$ cat src/hdl/keypad_code_lock_with_time_edit_top_assert.svh
// assertion macros for the keypad code lock
// all checks are clocked on clk_i and idle while rst_ni is low
`ifndef KEYPAD_CODE_LOCK_WITH_TIME_EDIT_TOP_ASSERT_SVH
`define KEYPAD_CODE_LOCK_WITH_TIME_EDIT_TOP_ASSERT_SVH

`ifndef ASSERT_OFF
`define KCL_ASSERT(name, prop, msg) \
  name: assert property (@(posedge clk_i) disable iff (!rst_ni) prop) else $error(msg);
`define KCL_ASSERT_NEXT(name, ante, cons, msg) \
  name: assert property (@(posedge clk_i) disable iff (!rst_ni) (ante) |=> (cons)) \
    else $error(msg);
`else
`define KCL_ASSERT(name, prop, msg)
`define KCL_ASSERT_NEXT(name, ante, cons, msg)
`endif

`endif

$ cat src/hdl/kcl_pkg.sv
package kcl_pkg;

  // parameter defaults
  localparam int unsigned SCAN_DIVIDE_DEF = 3;
  localparam int unsigned CODE_LENGTH_DEF = 4;

  // register reset values
  localparam logic [31:0] ACCESS_CODE_RST   = 32'd892940595;
  localparam logic [7:0]  ENTRY_TIMEOUT_RST = 8'd30;
  localparam logic [7:0]  DENIED_HOLD_RST   = 8'd20;
  localparam logic [7:0]  GRANTED_HOLD_RST  = 8'd30;

  // key codes
  localparam logic [7:0] KEY_ZERO = 8'h30;
  localparam logic [7:0] KEY_NINE = 8'h39;
  localparam logic [7:0] KEY_A    = 8'h41;
  localparam logic [7:0] KEY_B    = 8'h42;
  localparam logic [7:0] KEY_C    = 8'h43;
  localparam logic [7:0] KEY_D    = 8'h44;
  localparam logic [7:0] KEY_HASH = 8'h23;

  // time field limits
  localparam logic [6:0] HOUR_MAX   = 7'd23;
  localparam logic [6:0] MINSEC_MAX = 7'd59;

  localparam logic [3:0] MODE_IDLE = 4'd0;

  typedef enum logic [1:0] {
    FIELD_HOUR = 2'd0,
    FIELD_MIN  = 2'd1,
    FIELD_SEC  = 2'd2
  } field_e;

  typedef enum logic [1:0] {
    REG_ACCESS_CODE   = 2'd0,
    REG_ENTRY_TIMEOUT = 2'd1,
    REG_DENIED_HOLD   = 2'd2,
    REG_GRANTED_HOLD  = 2'd3
  } reg_idx_e;

  typedef enum logic [5:0] {
    ST_IDLE    = 6'b000001,
    ST_ENTRY   = 6'b000010,
    ST_CHECK   = 6'b000100,
    ST_GRANTED = 6'b001000,
    ST_DENIED  = 6'b010000,
    ST_EDIT    = 6'b100000
  } state_e;

endpackage

$ cat src/hdl/keypad_code_lock_with_time_edit_top.sv
// Keypad code lock with time-of-day editing. Each input transfer is one tick plus the keypad
// scan result; every tick yields exactly one result transfer carrying the mode after the tick,
// the edit digit count and an optional hour/minute/second write. An accepted transfer is held
// in an input register and then processed into the result register, so the block takes one
// transfer per cycle while the result output is not stalled; the lock state update is the
// only loop. The four settings registers sit on an APB port with no wait states and should be
// written only while no transfer is in flight.
`include "keypad_code_lock_with_time_edit_top_assert.svh"

module keypad_code_lock_with_time_edit_top
  import kcl_pkg::*;
#(
  parameter int unsigned SCAN_DIVIDE = SCAN_DIVIDE_DEF,
  parameter int unsigned CODE_LENGTH = CODE_LENGTH_DEF
) (
  input  logic        clk_i,
  input  logic        rst_ni,
  // apb settings port
  input  logic        psel,
  input  logic        penable,
  input  logic        pwrite,
  input  logic [3:0]  paddr,
  input  logic [31:0] pwdata,
  output logic [31:0] prdata,
  output logic        pready,
  // tick input
  input  logic        in_valid_i,
  output logic        in_ready_o,
  input  logic        key_pressed_i,
  input  logic [7:0]  key_code_i,
  // result output
  output logic        out_valid_o,
  input  logic        out_ready_i,
  output logic [3:0]  lock_mode_o,
  output logic [1:0]  edit_digits_o,
  output logic        set_valid_o,
  output logic [1:0]  set_field_o,
  output logic [5:0]  set_value_o
);

  localparam int unsigned PhW  = (SCAN_DIVIDE > 1) ? $clog2(SCAN_DIVIDE) : 1;
  localparam int unsigned PosW = $clog2(CODE_LENGTH + 1);
  localparam logic [PhW:0]    SCAN_LAST = (PhW + 1)'(SCAN_DIVIDE);
  localparam logic [PosW-1:0] POS_LAST  = PosW'(CODE_LENGTH);
  localparam logic [3:0] MODE_CHECK   = 4'(CODE_LENGTH);
  localparam logic [3:0] MODE_GRANTED = 4'(CODE_LENGTH + 1);
  localparam logic [3:0] MODE_DENIED  = 4'(CODE_LENGTH + 2);
  localparam logic [3:0] MODE_EDIT_H  = 4'(CODE_LENGTH + 3);

  // settings registers
  logic [31:0] access_code_q;
  logic [7:0]  entry_timeout_q, denied_hold_q, granted_hold_q;
  logic        cfg_wr;

  assign pready = 1'b1;
  assign cfg_wr = psel & penable & pwrite;

  always_ff @(posedge clk_i or negedge rst_ni) begin
    if (!rst_ni) begin
      access_code_q   <= ACCESS_CODE_RST;
      entry_timeout_q <= ENTRY_TIMEOUT_RST;
      denied_hold_q   <= DENIED_HOLD_RST;
      granted_hold_q  <= GRANTED_HOLD_RST;
    end else if (cfg_wr) begin
      unique case (reg_idx_e'(paddr[3:2]))
        REG_ACCESS_CODE:   access_code_q   <= pwdata;
        REG_ENTRY_TIMEOUT: entry_timeout_q <= pwdata[7:0];
        REG_DENIED_HOLD:   denied_hold_q   <= pwdata[7:0];
        REG_GRANTED_HOLD:  granted_hold_q  <= pwdata[7:0];
        default: ;
      endcase
    end
  end

  // register read back
  always_comb begin
    unique case (reg_idx_e'(paddr[3:2]))
      REG_ACCESS_CODE:   prdata = access_code_q;
      REG_ENTRY_TIMEOUT: prdata = {24'd0, entry_timeout_q};
      REG_DENIED_HOLD:   prdata = {24'd0, denied_hold_q};
      REG_GRANTED_HOLD:  prdata = {24'd0, granted_hold_q};
      default:           prdata = '0;
    endcase
  end

  // input register and stage handshake
  logic       in_valid_q, out_valid_q, advance;
  logic       pressed_q;
  logic [7:0] key_q;

  assign advance    = in_valid_q & (~out_valid_q | out_ready_i);
  assign in_ready_o = ~in_valid_q | advance;

  always_ff @(posedge clk_i) begin
    if (in_valid_i && in_ready_o) begin
      pressed_q <= key_pressed_i;
      key_q     <= key_code_i;
    end
  end

  // lock state
  state_e          state_q, state_d;
  logic [PosW-1:0] pos_q, pos_d;
  logic [1:0]      field_q, field_d;
  logic [7:0]      tick_q, tick_d;
  logic [PhW-1:0]  phase_q, phase_d;
  logic [1:0]      ecnt_q, ecnt_d;
  logic [7:0]      code_q [CODE_LENGTH];
  logic [3:0]      ebuf_q [2];

  // code compare, positions without a byte in the access code register always match
  logic [CODE_LENGTH-1:0] byte_ok;
  logic                   code_match;

  for (genvar gi = 0; gi < CODE_LENGTH; gi++) begin : g_cmp
    if (CODE_LENGTH - 1 - gi < 4) begin : g_chk
      assign byte_ok[gi] = (code_q[gi] == access_code_q[8*(CODE_LENGTH-1-gi) +: 8]);
    end else begin : g_free
      assign byte_ok[gi] = 1'b1;
    end
  end
  assign code_match = &byte_ok;

  // key sampling divider
  logic [PhW:0]   phase_inc;
  logic           scan_hit;
  logic           key_hit;
  logic           is_digit;
  logic [7:0]     own_key;
  logic [6:0]     edit_value;
  logic [6:0]     edit_limit;

  assign phase_inc  = {1'b0, phase_q} + (PhW + 1)'(1);
  assign scan_hit   = (phase_inc >= SCAN_LAST);
  assign key_hit    = scan_hit & pressed_q;
  assign is_digit   = (key_q >= KEY_ZERO) && (key_q <= KEY_NINE);
  assign own_key    = KEY_A + {6'd0, field_q};
  assign edit_value = ({3'd0, ebuf_q[0]} << 3) + ({3'd0, ebuf_q[0]} << 1)
                    + {3'd0, ebuf_q[1]};
  assign edit_limit = (field_q == FIELD_HOUR) ? HOUR_MAX : MINSEC_MAX;

  logic       code_wr, ebuf_wr;
  logic       set_valid_d;
  logic [1:0] set_field_d;
  logic [5:0] set_value_d;
  logic [3:0] lock_mode_d;
  logic [7:0] tick_mid;

  // next state for one tick
  always_comb begin
    state_d     = state_q;
    pos_d       = pos_q;
    field_d     = field_q;
    tick_d      = tick_q + 8'd1;
    phase_d     = phase_q;
    ecnt_d      = ecnt_q;
    code_wr     = 1'b0;
    ebuf_wr     = 1'b0;
    set_valid_d = 1'b0;
    set_field_d = 2'd0;
    set_value_d = 6'd0;
    tick_mid    = tick_q + 8'd1;
    if (state_q == ST_IDLE || state_q == ST_ENTRY || state_q == ST_EDIT) begin
      phase_d = scan_hit ? '0 : phase_inc[PhW-1:0];
    end
    unique case (state_q)
      ST_IDLE: begin
        if (key_hit) begin
          code_wr = 1'b1;
          case (key_q)
            KEY_A: begin state_d = ST_EDIT; field_d = FIELD_HOUR; tick_d = '0; end
            KEY_B: begin state_d = ST_EDIT; field_d = FIELD_MIN;  tick_d = '0; end
            KEY_C: begin state_d = ST_EDIT; field_d = FIELD_SEC;  tick_d = '0; end
            KEY_D: tick_d = '0;
            default: begin
              if (is_digit) begin
                tick_d  = '0;
                pos_d   = PosW'(1);
                state_d = (pos_d == POS_LAST) ? ST_CHECK : ST_ENTRY;
              end
            end
          endcase
        end
      end
      ST_ENTRY: begin
        if (key_hit) begin
          code_wr  = 1'b1;
          tick_mid = '0;
          pos_d    = pos_q + PosW'(1);
          state_d  = (pos_d == POS_LAST) ? ST_CHECK : ST_ENTRY;
        end
        tick_d = tick_mid;
        if (tick_mid == entry_timeout_q) begin
          tick_d  = '0;
          state_d = ST_IDLE;
        end
      end
      ST_CHECK: begin
        tick_d  = '0;
        state_d = code_match ? ST_GRANTED : ST_DENIED;
      end
      ST_GRANTED: begin
        if (tick_mid == granted_hold_q) begin
          tick_d  = '0;
          state_d = ST_IDLE;
        end
      end
      ST_DENIED: begin
        if (tick_mid == denied_hold_q) begin
          tick_d  = '0;
          state_d = ST_IDLE;
        end
      end
      ST_EDIT: begin
        if (key_hit) begin
          code_wr = 1'b1;
          if (key_q == own_key) begin
            if (ecnt_q == 2'd2 && edit_value <= edit_limit) begin
              set_valid_d = 1'b1;
              set_field_d = field_q;
              set_value_d = edit_value[5:0];
            end
            ecnt_d  = 2'd0;
            state_d = ST_IDLE;
          end else if (key_q == KEY_HASH) begin
            ecnt_d  = 2'd0;
            state_d = ST_IDLE;
          end else if (is_digit && ecnt_q < 2'd2) begin
            ebuf_wr = 1'b1;
            ecnt_d  = ecnt_q + 2'd1;
          end
        end
      end
      default: state_d = ST_IDLE;
    endcase
  end

  // mode code seen by the user
  always_comb begin
    unique case (state_d)
      ST_IDLE:    lock_mode_d = MODE_IDLE;
      ST_ENTRY:   lock_mode_d = 4'(pos_d);
      ST_CHECK:   lock_mode_d = MODE_CHECK;
      ST_GRANTED: lock_mode_d = MODE_GRANTED;
      ST_DENIED:  lock_mode_d = MODE_DENIED;
      ST_EDIT:    lock_mode_d = MODE_EDIT_H + {2'd0, field_d};
      default:    lock_mode_d = MODE_IDLE;
    endcase
  end

  // control and result registers
  logic [3:0] lock_mode_q;
  logic [1:0] edit_digits_q, set_field_q;
  logic       set_valid_q;
  logic [5:0] set_value_q;

  always_ff @(posedge clk_i or negedge rst_ni) begin
    if (!rst_ni) begin
      in_valid_q    <= 1'b0;
      out_valid_q   <= 1'b0;
      state_q       <= ST_IDLE;
      pos_q         <= '0;
      field_q       <= FIELD_HOUR;
      tick_q        <= '0;
      phase_q       <= '0;
      ecnt_q        <= '0;
      lock_mode_q   <= MODE_IDLE;
      edit_digits_q <= '0;
      set_valid_q   <= 1'b0;
      set_field_q   <= '0;
      set_value_q   <= '0;
    end else begin
      if (in_ready_o) begin
        in_valid_q <= in_valid_i;
      end
      if (advance) begin
        out_valid_q   <= 1'b1;
        state_q       <= state_d;
        pos_q         <= pos_d;
        field_q       <= field_d;
        tick_q        <= tick_d;
        phase_q       <= phase_d;
        ecnt_q        <= ecnt_d;
        lock_mode_q   <= lock_mode_d;
        edit_digits_q <= ecnt_d;
        set_valid_q   <= set_valid_d;
        set_field_q   <= set_field_d;
        set_value_q   <= set_value_d;
      end else if (out_ready_i) begin
        out_valid_q <= 1'b0;
      end
    end
  end

  // key stores, written only when a key is taken
  always_ff @(posedge clk_i) begin
    if (advance && code_wr) begin
      for (int i = 0; i < CODE_LENGTH; i++) begin
        if ((state_q != ST_ENTRY && i == 0) ||
            (state_q == ST_ENTRY && pos_q == PosW'(i))) begin
          code_q[i] <= key_q;
        end
      end
    end
    if (advance && ebuf_wr) begin
      ebuf_q[ecnt_q[0]] <= key_q[3:0];
    end
  end

  assign out_valid_o   = out_valid_q;
  assign lock_mode_o   = lock_mode_q;
  assign edit_digits_o = edit_digits_q;
  assign set_valid_o   = set_valid_q;
  assign set_field_o   = set_field_q;
  assign set_value_o   = set_value_q;

  // checks
  `KCL_ASSERT(a_set_idle, (out_valid_o && set_valid_o) |-> (lock_mode_o == MODE_IDLE), "time write outside idle")
  `KCL_ASSERT(a_set_range, set_valid_o |-> ((set_value_o <= 6'd59) && (set_field_o <= 2'd2)), "time write out of range")
  `KCL_ASSERT(a_ecnt_edit, (ecnt_q != 2'd0) |-> (state_q == ST_EDIT), "edit digits outside edit")
  `KCL_ASSERT_NEXT(a_check_end, (state_q == ST_CHECK) && advance, (state_q == ST_GRANTED) || (state_q == ST_DENIED), "code check did not resolve")
  `KCL_ASSERT(a_phase, {1'b0, phase_q} < SCAN_LAST, "scan phase out of range")

endmodule
$ cat config.mk
export PLATFORM = sky130hd
export DESIGN_NAME = keypad_code_lock_with_time_edit_top
export DESIGN_NICKNAME = d
export VERILOG_FILES = /design/src/hdl/kcl_pkg.sv /design/src/hdl/keypad_code_lock_with_time_edit_top.sv
export VERILOG_INCLUDE_DIRS = /design/src /design/src/hdl
export SDC_FILE = /design/constraint.sdc
export NUM_CORES = 1
export LEC_CHECK = 0
export BUFFER_PORTS_ARGS = -buffer_cell sky130_fd_sc_hd__buf_2
export CAP_MARGIN = 40
export CORE_MARGIN = 2
export CORE_UTILIZATION = 60
export CTS_BUF_LIST = sky130_fd_sc_hd__clkbuf_4
export CTS_CLUSTER_DIAMETER = 100
export DETAILED_ROUTE_END_ITERATION = 16
export PLACE_DENSITY = 0.94
export RECOVER_POWER = 50
export SLEW_MARGIN = 30
export SYNTH_ARGS = -nofsm -noshare
export SYNTH_HDL_FRONTEND = slang
export SYNTH_SLANG_ARGS = --single-unit
$ cat constraint.sdc
create_clock -name clk_i -period 3.1 [get_ports clk_i]
set_input_delay 0.465 -clock clk_i [delete_from_list [all_inputs] [get_ports clk_i]]
set_output_delay 0.465 -clock clk_i [all_outputs]
set_load 0.02 [all_outputs]
==> results.yml, run 1 <==
layout:
  drive_gt1_share_pct: 32.23
  seq_area_sq_mm: 0.003856
  nFillCells: 834
  postLayoutCoreUtil_pct: 71.08
  multi_input_area_sq_mm: 0.003511
  fin_nets: 844
  area_delta_synth_final_pct: 14.67
  n_antenna_cell: 0
global_routing:
  grt_use_total_pct: 29.04
  grt_start_max_net_pins: 58
  first_global_vias: 5790
  antenna_found_initial: 0
  overflow: 0
  gr-usage-met2_pct: 46.55
  use_met1_pct: 37.14
  grt_pass1_wl_microns: 29760
  grt.busiest_layer: "met2"
  grt_use_met3_pct: 6.279
floorplan:
  die_w_microns: 116.1
  initial_core_util_pct: 61.99
  die-height_microns: 116.1
  ioPinCount: 102
  core_sq_mm: 0.01216
  rows: 40
  dieArea_sq_mm: 0.01348
synth:
  ys_top_cells_by_count: "dfrtp_1, mux2_2, edfxtp_1, xnor2_1, nand2_1"
  synth-edff-count: 49
  synth_top_area_cell: "dfrtp_1"
  synthCells: 649
  yosys.area.top_type_share_pct: 22.57
  synth-xor-area-share_pct: 7.154
  netlist_area_sq_mm: 0.007538
  yosysWarnings: 0
  synth_top_family_by_area: "simple AND/OR/NAND/NOR gates"
  synth_compound_area_share_pct: 10.59
  synthArstFlopShare_pct: 65.73
  synth_most_common_cell: "dfrtp_1"
  synth_flop_cell: "dfrtp_1"
  synth-simple-area-share_pct: 13.84
  avgSynthCellArea_sq_um: 11.62
  seq_area_frac_synth_pct: 51.15
  synth-seq-cells: 143
  syn-num-nets: 724
  synth_fa_ha_area_share_pct: 4.017
  synth_cell_types: 68
  synthTopCellsByArea: "dfrtp_1, edfxtp_1, dfstp_2"
  muxShareOfSynthArea_pct: 10.76
timing:
  timing.final.crit_share_pct: 99.12
  slew_headroom_pct: 6.660
  worst_slew_pin_slew_ps: 1400
  clock_skew_ps: 20.85
  period_needed_ps: 3073
  hold_violations: 0
  final_max_slew_viol_count: 0
  clock.fmax_mhz: 325.5
  setup_viol: 0
  timing.hold.ws_ps: 71.29
worst_hold_path:
  hold_class: "primary input to flop"
  hold_start: "key_code_i[0]"
  hold_depth: 1
  min_to: "key_q[0]$_DFFE_PP_"
worst_setup_path:
  crit_chain: "fa_1 -> ha_1 -> a21o_1 -> a21oi_2 -> xnor2_1 -> ha_1 -> nand2_2 -> nor2_1 -> o22ai_2 -> nand4_1 -> nor2_1 -> buf_4 -> a22o_1"
  critPathRequiredTime_ps: 3610
  crit_path_start_kind: "flop"
  reg2reg_slack_ps: 30
  cp-end-kind: "flop"
  crit_type: "flop to flop"
  r2r-end: "set_value_o[0]$_DFFE_PN0P_"
  critPathBufInv: 1
  cp_slowest_stage_delay_ps: 530
  crit_arrival_ps: 3590
  worstPathMaxFanout: 9
  r2r-start: "ebuf_q[0][0]$_DFFE_PP_"
  r2r_cells: 13
  crit_family: "adder cells"
  critPathSlowestCell: "fa_1"
clock_tree:
  clkLatencyLatePin_ps: 570
  cts_max_level: 4
  path_clk_slew_ps: 140
  cts_tree: "built"
  cts_sinks: 143
  clockBufferDepth: 2
  cts_made_buffers: 17
  cts-root-buf: "clkbuf_4"
routing:
  wl_microns: 18990
  viasPerCell: 6.202
  antenna_left: 0
  drc: 0
  dr.pass1.iters: 6
  routedWlPerCell_microns: 19.99
  vias: 5892
  drtIter0Drc: 693
placed_design:
  io_buffers: 98
  place_congestion: 0.9058
  dp_hpwl_microns: 13360
outcome:
  status: "complete, no violations"
run:
  maxCapViolCount: 0
power:
  leakagePower_uw: 0.003540
  ir_drop_mv: 0.2304
  power-per-cell-area_mw_per_mm2: 558.4
-- kinds of logic after synthesis --
group           Yosys count
compound gates          119
fa+ha+maj                23
mux                      64
buf+inv                  44
other cells               1
xor+xnor                 60
flops                   143
simple gates            195
-- placed cells by master, fill, tap and decap left out, types with 4 or more instances in the layout --
| master | Yosys | final |
|---|---|---|
| buf_2 | 6 | 96 |
| dfrtp_1 | 68 | 68 |
| mux2_2 | 56 | 54 |
| xnor2_1 | 49 | 49 |
| edfxtp_1 | 49 | 49 |
| nand2_1 | 44 | 43 |
| o21ai_0 | 30 | 30 |
| nor2_1 | 29 | 29 |
| and2_1 | 30 | 29 |
| dfstp_2 | 26 | 26 |
| a21oi_1 | 26 | 25 |
| buf_4 | 3 | 24 |
| ha_1 | 21 | 21 |
| nand3_1 | 19 | 19 |
| clkbuf_4 | 0 | 17 |
| inv_1 | 16 | 16 |
| nor3_1 | 14 | 14 |
| nand4_1 | 12 | 12 |
| xor2_1 | 10 | 10 |
| a22o_1 | 9 | 9 |
| mux4_2 | 8 | 8 |
| nand2b_1 | 7 | 7 |
| or3_1 | 6 | 6 |
| nor3b_1 | 6 | 6 |
| nor4_1 | 5 | 5 |
| a21o_1 | 5 | 5 |
| nand3b_1 | 5 | 5 |
| clkbuf_1 | 14 | 5 |
| a31oi_1 | 4 | 4 |
| a311oi_1 | 4 | 4 |
| o211ai_1 | 4 | 4 |
| a211oi_1 | 4 | 4 |
| clkinv_4 | 0 | 4 |
-- metrics by stage --
stage | TNS (ps) | setup WS (ps) | power [uW] | cell area [sq um] | cells
after floorplan | 0 | 279.0 | 3243 | 7538 | 649
after global routing | -527.9 | -86.11 | 5044 | 8645 | 950
after CTS | 0 | 84.06 | 4830 | 8621 | 944
after global placement | 0 | 260.1 | 3549 | 8323 | 911
after detailed placement | 0 | 161.2 | 3621 | 8323 | 911
final | 0 | 27.33 | 4827 | 8645 | 950
-- routing by layer --
| metal | up-vias | routed length [microns] |
|---|---|---|
| met5 | - | 0 |
| met4 | 0 | 765 |
| met3 | 67 | 1541 |
| met2 | 340 | 9222 |
| met1 | 2863 | 7463 |
| li1 | 2622 | - |
-- power breakdown --
part           internal (uW)  total (uW)  leakage [uW]  switching (uW)
clock network            488        1220      0.000150             730
logic                    541        1110       0.00179             570
registers               2230        2500       0.00160             265
-- registers in the layout, indices dropped and copies added, names as in the netlist, 3 cells and up --
register         count
access_code_q       32
code_q              32
denied_hold_q        8
ebuf_q               8
entry_timeout_q      8
granted_hold_q       8
key_q                8
lock_mode_o          4
pos_q                3
set_value_o          6
state_q              6
tick_q               8
-- worst max-delay path by stage --
stage	from	endpoint	slack (ps)	cells after the start
floorplan	ebuf_q[0][0]$_DFFE_PP_	set_field_o[0]$_DFFE_PN0P_	280	12
CTS	ebuf_q[0][0]$_DFFE_PP_	set_value_o[5]$_DFFE_PN0P_	80	13
finish	ebuf_q[0][0]$_DFFE_PP_	set_value_o[0]$_DFFE_PN0P_	30	13
global placement	ebuf_q[0][0]$_DFFE_PP_	set_value_o[4]$_DFFE_PN0P_	260	13
detailed placement	ebuf_q[0][0]$_DFFE_PP_	set_value_o[0]$_DFFE_PN0P_	160	13
global route	ebuf_q[0][0]$_DFFE_PP_	set_value_o[0]$_DFFE_PN0P_	-90	13
-- repair_timing --
item	4_1_cts	5_1_grt
gates resized for setup	0	3
endpoints found under the setup margin	0	18
hold endpoints to repair	43	0
buffers inserted	0	3
hold buffers	1	0
-- final cells by class --
type / instances / share of cell area [%]
clock buffer: 17 / 1.476
tap: 168 / 2.432
clock inverter: 15 / 1.853
multi-input combinational: 462 / 40.61
sequential: 143 / 44.61
inverter: 16 / 0.6947
timing repair buffer: 129 / 8.322
-- worst register-to-register path: cells and delay by family, from the launching register on --
| kind | cells | cell delay, ps |
|---|---|---|
| adders and majority gates | 3 | 1140 |
| AOI/OAI and AO/OA | 4 | 620 |
| xor gates and xnor gates | 1 | 170 |
| and+or+nand+nor | 4 | 430 |
| DFF | 1 | 450 |
| buffers and inverters | 1 | 200 |
No activity file was read; power rests on OpenSTA's default activity.
==> run 2, diff against run 1 <==
--- a/config.mk
+++ b/config.mk
@@ -6,6 +6,7 @@
 export SDC_FILE = /design/constraint.sdc
 export NUM_CORES = 1
 export LEC_CHECK = 0
+export ABC_AREA = 1
 export BUFFER_PORTS_ARGS = -buffer_cell sky130_fd_sc_hd__buf_2
 export CAP_MARGIN = 40
 export CORE_MARGIN = 2
==> run 2 against run 1 <==
Effect of this change: the run now ends with max-capacitance violations, max-slew violations left; die area is 0.51% higher; power grew 9.5%; register-to-register slack improved by 30 ps; critical path depth increased by 1; critical path type unchanged; largest cell class unchanged.
==> results.yml, run 2 <==
outcome:
  status: "complete, but fails checks"
  violations: "max-capacitance violations, max-slew violations"
placed_design:
  io_buffers: 98
  dp_hpwl_microns: 12690
  place_congestion: 0.9477
  dp_slack_ps: 29.71
  dp_cells: 1144
synth:
  netlist_area_sq_mm: 0.007579
  synthTopCellsByArea: "dfrtp_1, edfxtp_1, nand2_1"
  synth-edff-count: 49
  yosys.area.top_type_share_pct: 22.45
  muxShareOfSynthArea_pct: 0
  synthCells: 889
  synth-simple-area-share_pct: 25.08
  synth_top_family_by_area: "simple AND/OR/NAND/NOR gates"
  ys_top_cells_by_count: "nand2_1, inv_1, nor2_1"
  synth_compound_area_share_pct: 8.948
  synth_flop_cell: "dfrtp_1"
  yosysWarnings: 0
  synth_fa_ha_area_share_pct: 3.995
  syn-num-nets: 964
  synth_cell_types: 46
  synthArstFlopShare_pct: 65.73
  synth_most_common_cell: "nand2_1"
  synth_top_area_cell: "dfrtp_1"
  seq_area_frac_synth_pct: 50.88
  synth-xor-area-share_pct: 4.276
  avgSynthCellArea_sq_um: 8.525
  synth-seq-cells: 143
power:
  power-per-cell-area_mw_per_mm2: 616.4
  ir_drop_mv: 0.4722
  leakagePower_uw: 0.004136
  fin_total_pwr_uw: 5286
routing:
  wl_microns: 17600
  vias: 6456
  drc: 0
  drtIter0Drc: 583
  antenna_left: 0
  routedWlPerCell_microns: 14.89
  dr.pass1.iters: 5
  viasPerCell: 5.462
worst_setup_path:
  cp_slowest_stage_delay_ps: 610
  crit_path_start_kind: "flop"
  crit_top_cell: "nand2_1"
  critPathRequiredTime_ps: 3620
  crit_chain: "fa_2 -> ha_1 -> nand3_1 -> nand2_1 -> xor2_2 -> inv_1 -> ha_1 -> inv_1 -> nor2_2 -> nand2_1 -> o32ai_4 -> nand3_2 -> buf_4 -> nand2_1"
  critPathBufInv: 3
  crit_family: "adder cells"
  crit_arrival_ps: 3570
  cp-end-kind: "flop"
  worstPathMaxFanout: 5
  critPathSlowestCell: "fa_2"
  crit_type: "flop to flop"
  reg2reg_slack_ps: 50
timing:
  setup_viol: 0
  timing.final.crit_share_pct: 98.31
  hold_violations: 0
  final_max_slew_viol_count: 43
  slew_headroom_pct: -63.69
  clock.fmax_mhz: 328.1
  clock_skew_ps: 19.25
  worst_slew_pin_slew_ps: 2455
  period_needed_ps: 3048
  setup_tns_ps: 0
  setup_ws_ps: 52.49
worst_hold_path:
  hold_class: "primary input to flop"
floorplan:
  core_sq_mm: 0.01247
  dieArea_sq_mm: 0.01355
  die_w_microns: 116.4
  ioPinCount: 102
  initial_core_util_pct: 60.79
  rows: 41
  die-height_microns: 116.4
layout:
  fin_cells: 1182
  area_delta_synth_final_pct: 13.16
  reg_top3: "access_code_q: 32 flops, code_q: 32 flops"
  n_antenna_cell: 0
  mostFrequentLayoutCells: "nand2_1, inv_1, nor2_1, buf_2, dfrtp_1"
  final_common_cell: "nand2_1"
  fin_nets: 1072
  nFillCells: 947
  drive_gt1_share_pct: 20.89
clock_tree:
  cts_sinks: 143
  cts_made_buffers: 17
  cts-root-buf: "clkbuf_4"
  clkLatencyLatePin_ps: 570
  cts_max_level: 4
  path_clk_slew_ps: 130
  cts_tree: "built"
  clockBufferDepth: 2
global_routing:
  overflow: 0
  first_global_vias: 5947
  grt_pass1_wl_microns: 27810
  grt_start_max_net_pins: 53
  antenna_found_initial: 0
  grt_use_total_pct: 26.87
run:
  maxCapViolCount: 1
[run 2: what timing repair did]
item | in CTS | in global routing
hold buffers | 1 | 0
endpoints found under the hold margin | 38 | 0
setup endpoints to repair | 0 | 9
resized for setup | 0 | 10
buffers inserted | 0 | 4
[run 2: worst paths after layout]
check / endpoint / cells after the start / from
worst max register to register: set_valid_o$_DFFE_PN0P_ / 14 / ebuf_q[0][0]$_DFFE_PP_
min in group asynchronous: tick_q[4]$_DFFE_PN0P_ / 2 / rst_ni
worst min-delay path: key_q[3]$_DFFE_PP_ / 1 / key_code_i[3]
worst min register to register: lock_mode_o[2]$_DFFE_PN0P_ / 2 / lock_mode_o[2]$_DFFE_PN0P_
max in group asynchronous: edit_digits_o[0]$_DFFE_PN0P_ / 2 / rst_ni
worst max-delay path: set_valid_o$_DFFE_PN0P_ / 14 / ebuf_q[0][0]$_DFFE_PP_
[run 2: logic make-up (layout without fill, tap and decap cells)]
kind of cell / after synthesis / in the layout
AOI/OAI and AO/OA: 120 / 120
xor gates and xnor gates: 37 / 37
adders and majority gates: 23 / 23
buffers and inverters: 133 / 253
DFF: 143 / 143
other: 1 / 1
and+or+nand+nor: 432 / 433
[run 2: area by class of cell]
type                       count  area, sq um  area share [%]
inverter                     112        420.4           4.902
sequential                   143         3856           44.97
tap                          172        215.2           2.509
multi-input combinational    614         3256           37.96
timing repair buffer         109        596.8           6.959
clock inverter                14        96.34           1.123
clock buffer                  18        135.1           1.576
[run 2: routing by layer]
metal,vias up,GRT usage (%),wire length (microns)
met5,-,0,0
met4,0,9.444,486
met3,53,6.642,1294
met2,295,45.27,8712
met1,3027,34.05,7102
li1,3081,-,-
[run 2: through the flow]
stage / utilization, % / hold slack (ps) / area, sq um
finish: 68.79 / 59.51 / 8576
global route: 68.79 / 13.80 / 8576
CTS: 68.31 / 49.11 / 8516
global placement: 66.15 / 459.5 / 8247
floorplan: - / 169.4 / 7579
detailed placement: 66.38 / 459.4 / 8274
[run 2: power breakdown]
group | leakage (uW) | internal [uW] | total [uW] | switching (uW)
Sequential | 0.00158 | 2270 | 2560 | 289
Combinational | 0.00244 | 621 | 1710 | 1090
Clock | 0.000118 | 321 | 1010 | 692
==> run 3, diff against run 2 <==
--- a/config.mk
+++ b/config.mk
@@ -10,11 +10,11 @@
 export BUFFER_PORTS_ARGS = -buffer_cell sky130_fd_sc_hd__buf_2
 export CAP_MARGIN = 40
 export CORE_MARGIN = 2
-export CORE_UTILIZATION = 60
+export CORE_UTILIZATION = 54
 export CTS_BUF_LIST = sky130_fd_sc_hd__clkbuf_4
 export CTS_CLUSTER_DIAMETER = 100
 export DETAILED_ROUTE_END_ITERATION = 16
-export PLACE_DENSITY = 0.94
+export PLACE_DENSITY = 0.89
 export RECOVER_POWER = 50
 export SLEW_MARGIN = 30
 export SYNTH_ARGS = -nofsm -noshare
==> constraint.sdc (replaced) <==
create_clock -name clk_i -period 2.44 [get_ports clk_i]
set_input_delay 0.366 -clock clk_i [delete_from_list [all_inputs] [get_ports clk_i]]
set_output_delay 0.366 -clock clk_i [all_outputs]
set_load 0.02 [all_outputs]
==> run 3 against run 2 <==
Effect of this change: critical path type unchanged; via count is 1.1% higher; highest routed layer unchanged; the flow finishes with violations (negative setup slack); die area up 11%; largest power group unchanged; worst hold slack worse by 29 ps.
==> results.yml, run 3 (same netlist as run 2, synthesis figures left out) <==
clock_tree:
  clkLatencyLatePin_ps: 560
  path_clk_slew_ps: 120
  clockBufferDepth: 2
  cts_sinks: 143
  cts-root-buf: "clkbuf_4"
  cts_max_level: 4
  cts_tree: "built"
  cts_made_buffers: 17
floorplan:
  dieArea_sq_mm: 0.01500
  initial_core_util_pct: 55.02
  ioPinCount: 102
  die-height_microns: 122.5
  rows: 43
  die_w_microns: 122.5
  core_sq_mm: 0.01377
worst_setup_path:
  cp-end-kind: "flop"
  crit_type: "flop to flop"
  crit_path_start_kind: "flop"
  critPathRequiredTime_ps: 2920
  crit_arrival_ps: 3390
  worstPathMaxFanout: 5
power:
  pwr-share-seq_pct: 44.4
  fin_total_pwr_uw: 7263
  power-per-cell-area_mw_per_mm2: 805.3
  pwr-share-comb_pct: 32.4
  ir_drop_mv: 0.4600
  p_clk_share_pct: 23.2
  netSwitchingFraction_pct: 36.74
  switchingPower_uw: 2668
  intPower_uw: 4595
  leakagePower_uw: 0.004308
routing:
  viasPerCell: 5.339
  vias: 6529
  routedWlPerCell_microns: 15.34
  antenna_left: 0
  drtIter0Drc: 625
  drc: 0
  wl_microns: 18760
  dr.pass1.iters: 5
global_routing:
  first_global_vias: 6189
  grt_use_total_pct: 25.68
  grt_pass1_wl_microns: 29470
  grt_start_max_net_pins: 65
  antenna_found_initial: 0
  overflow: 0
timing:
  rsz0062_at_grt: "yes"
  worst_slew_pin_slew_ps: 1192
  clock.fmax_mhz: 344.3
  slew_headroom_pct: 20.57
  timing.final.crit_share_pct: 119.0
  timing.hold.ws_ps: 30.19
  hold_violations: 0
  setup_ws_ps: -464.3
  period_needed_ps: 2904
  clock_skew_ps: 20.96
  setup_viol: 9
  final_max_slew_viol_count: 0
layout:
  area_delta_synth_final_pct: 19.00
  fin_cells: 1223
  n_antenna_cell: 0
  nFillCells: 1070
  mostFrequentLayoutCells: "nand2_1, inv_1, nor2_1, buf_2, dfrtp_1"
  reg_top3: "access_code_q: 32 flops, code_q: 32 flops"
  drive_gt1_share_pct: 23.49
  design_area_sq_mm: 0.009019
  postLayoutCoreUtil_pct: 65.48
  final_common_cell: "nand2_1"
  fin_nets: 1105
worst_hold_path:
  hold_class: "primary input to flop"
placed_design:
  place_area_sq_mm: 0.008462
  dp_hpwl_microns: 12730
  dp_cells: 1175
  place_congestion: 0.9343
  io_buffers: 98
run:
  maxCapViolCount: 0
outcome:
  status: "complete, but fails checks"
  violations: "negative setup slack"
[run 3: layer usage]
layer	up-vias	GRT usage, %	wire length (microns)
li1	3149	-	-
met1	3034	31.18	7223
met4	0	9.483	554
met2	290	44.65	9615
met5	-	0	0
met3	56	5.901	1371
[run 3: what timing repair did]
action / CTS / global route
gates cloned: 1 / 0
setup endpoints to repair: 9 / 20
hold buffers: 12 / 1
hold endpoints to repair: 47 / 1
buffers inserted: 0 / 2
gates resized for setup: 2 / 28
pin swaps: 3 / 15
[run 3: worst paths after layout]
path	endpoint	slack [ps]	from	depth (start not counted)
max reg2reg	set_value_o[0]$_DFFE_PN0P_	-460	ebuf_q[0][2]$_DFFE_PP_	13
max	set_value_o[0]$_DFFE_PN0P_	-460	ebuf_q[0][2]$_DFFE_PP_	13
min in group asynchronous	tick_q[0]$_DFFE_PN0P_	560	rst_ni	2
min	access_code_q[19]$_DFFE_PN1P_	30	pwdata[19]	3
min reg2reg	lock_mode_o[2]$_DFFE_PN0P_	490	lock_mode_o[2]$_DFFE_PN0P_	2
max in group asynchronous	access_code_q[11]$_DFFE_PN0P_	440	rst_ni	3
[run 3: power by group through the flow]
stage	sequential (uW)	clock [uW]	combinational (uW)
after floorplan	3170	0	1630
after global placement	3240	0	2090
after detailed placement	3250	0	2160
after CTS	3210	1700	2220
after global routing	3270	1810	2630
final	3220	1680	2360
[run 3: layout make-up]
class / count / area (sq um) / area share [%]
clock buffers: 20 / 150.1 / 1.665
multi-input cells: 614 / 3371 / 37.38
repair buffers: 142 / 825.8 / 9.156
inverters: 112 / 420.4 / 4.661
well taps: 180 / 225.2 / 2.497
flip-flops and latches: 143 / 3857 / 42.77
clock inverters: 12 / 168.9 / 1.873
[run 3: worst max-delay path: stages (launching register included)]
cell and delay, ps:
edfxtp_1 440, fa_2 650, ha_4 210, nand3_2 60, nand2_2 60, xor2_2 150, inv_1 60, ha_1 290
inv_2 50, nor2_4 130, nand2_2 80, o32ai_4 320, nand3_4 160, o21ai_1 180
[run 3: stage by stage]
stage / setup TNS [ps] / setup slack [ps]
finish: -3734 / -464.3
detailed placement: -3642 / -442.9
global route: -5086 / -603.7
CTS: -3129 / -373.4
global placement: -2392 / -274.9
floorplan: -1658 / -192.2
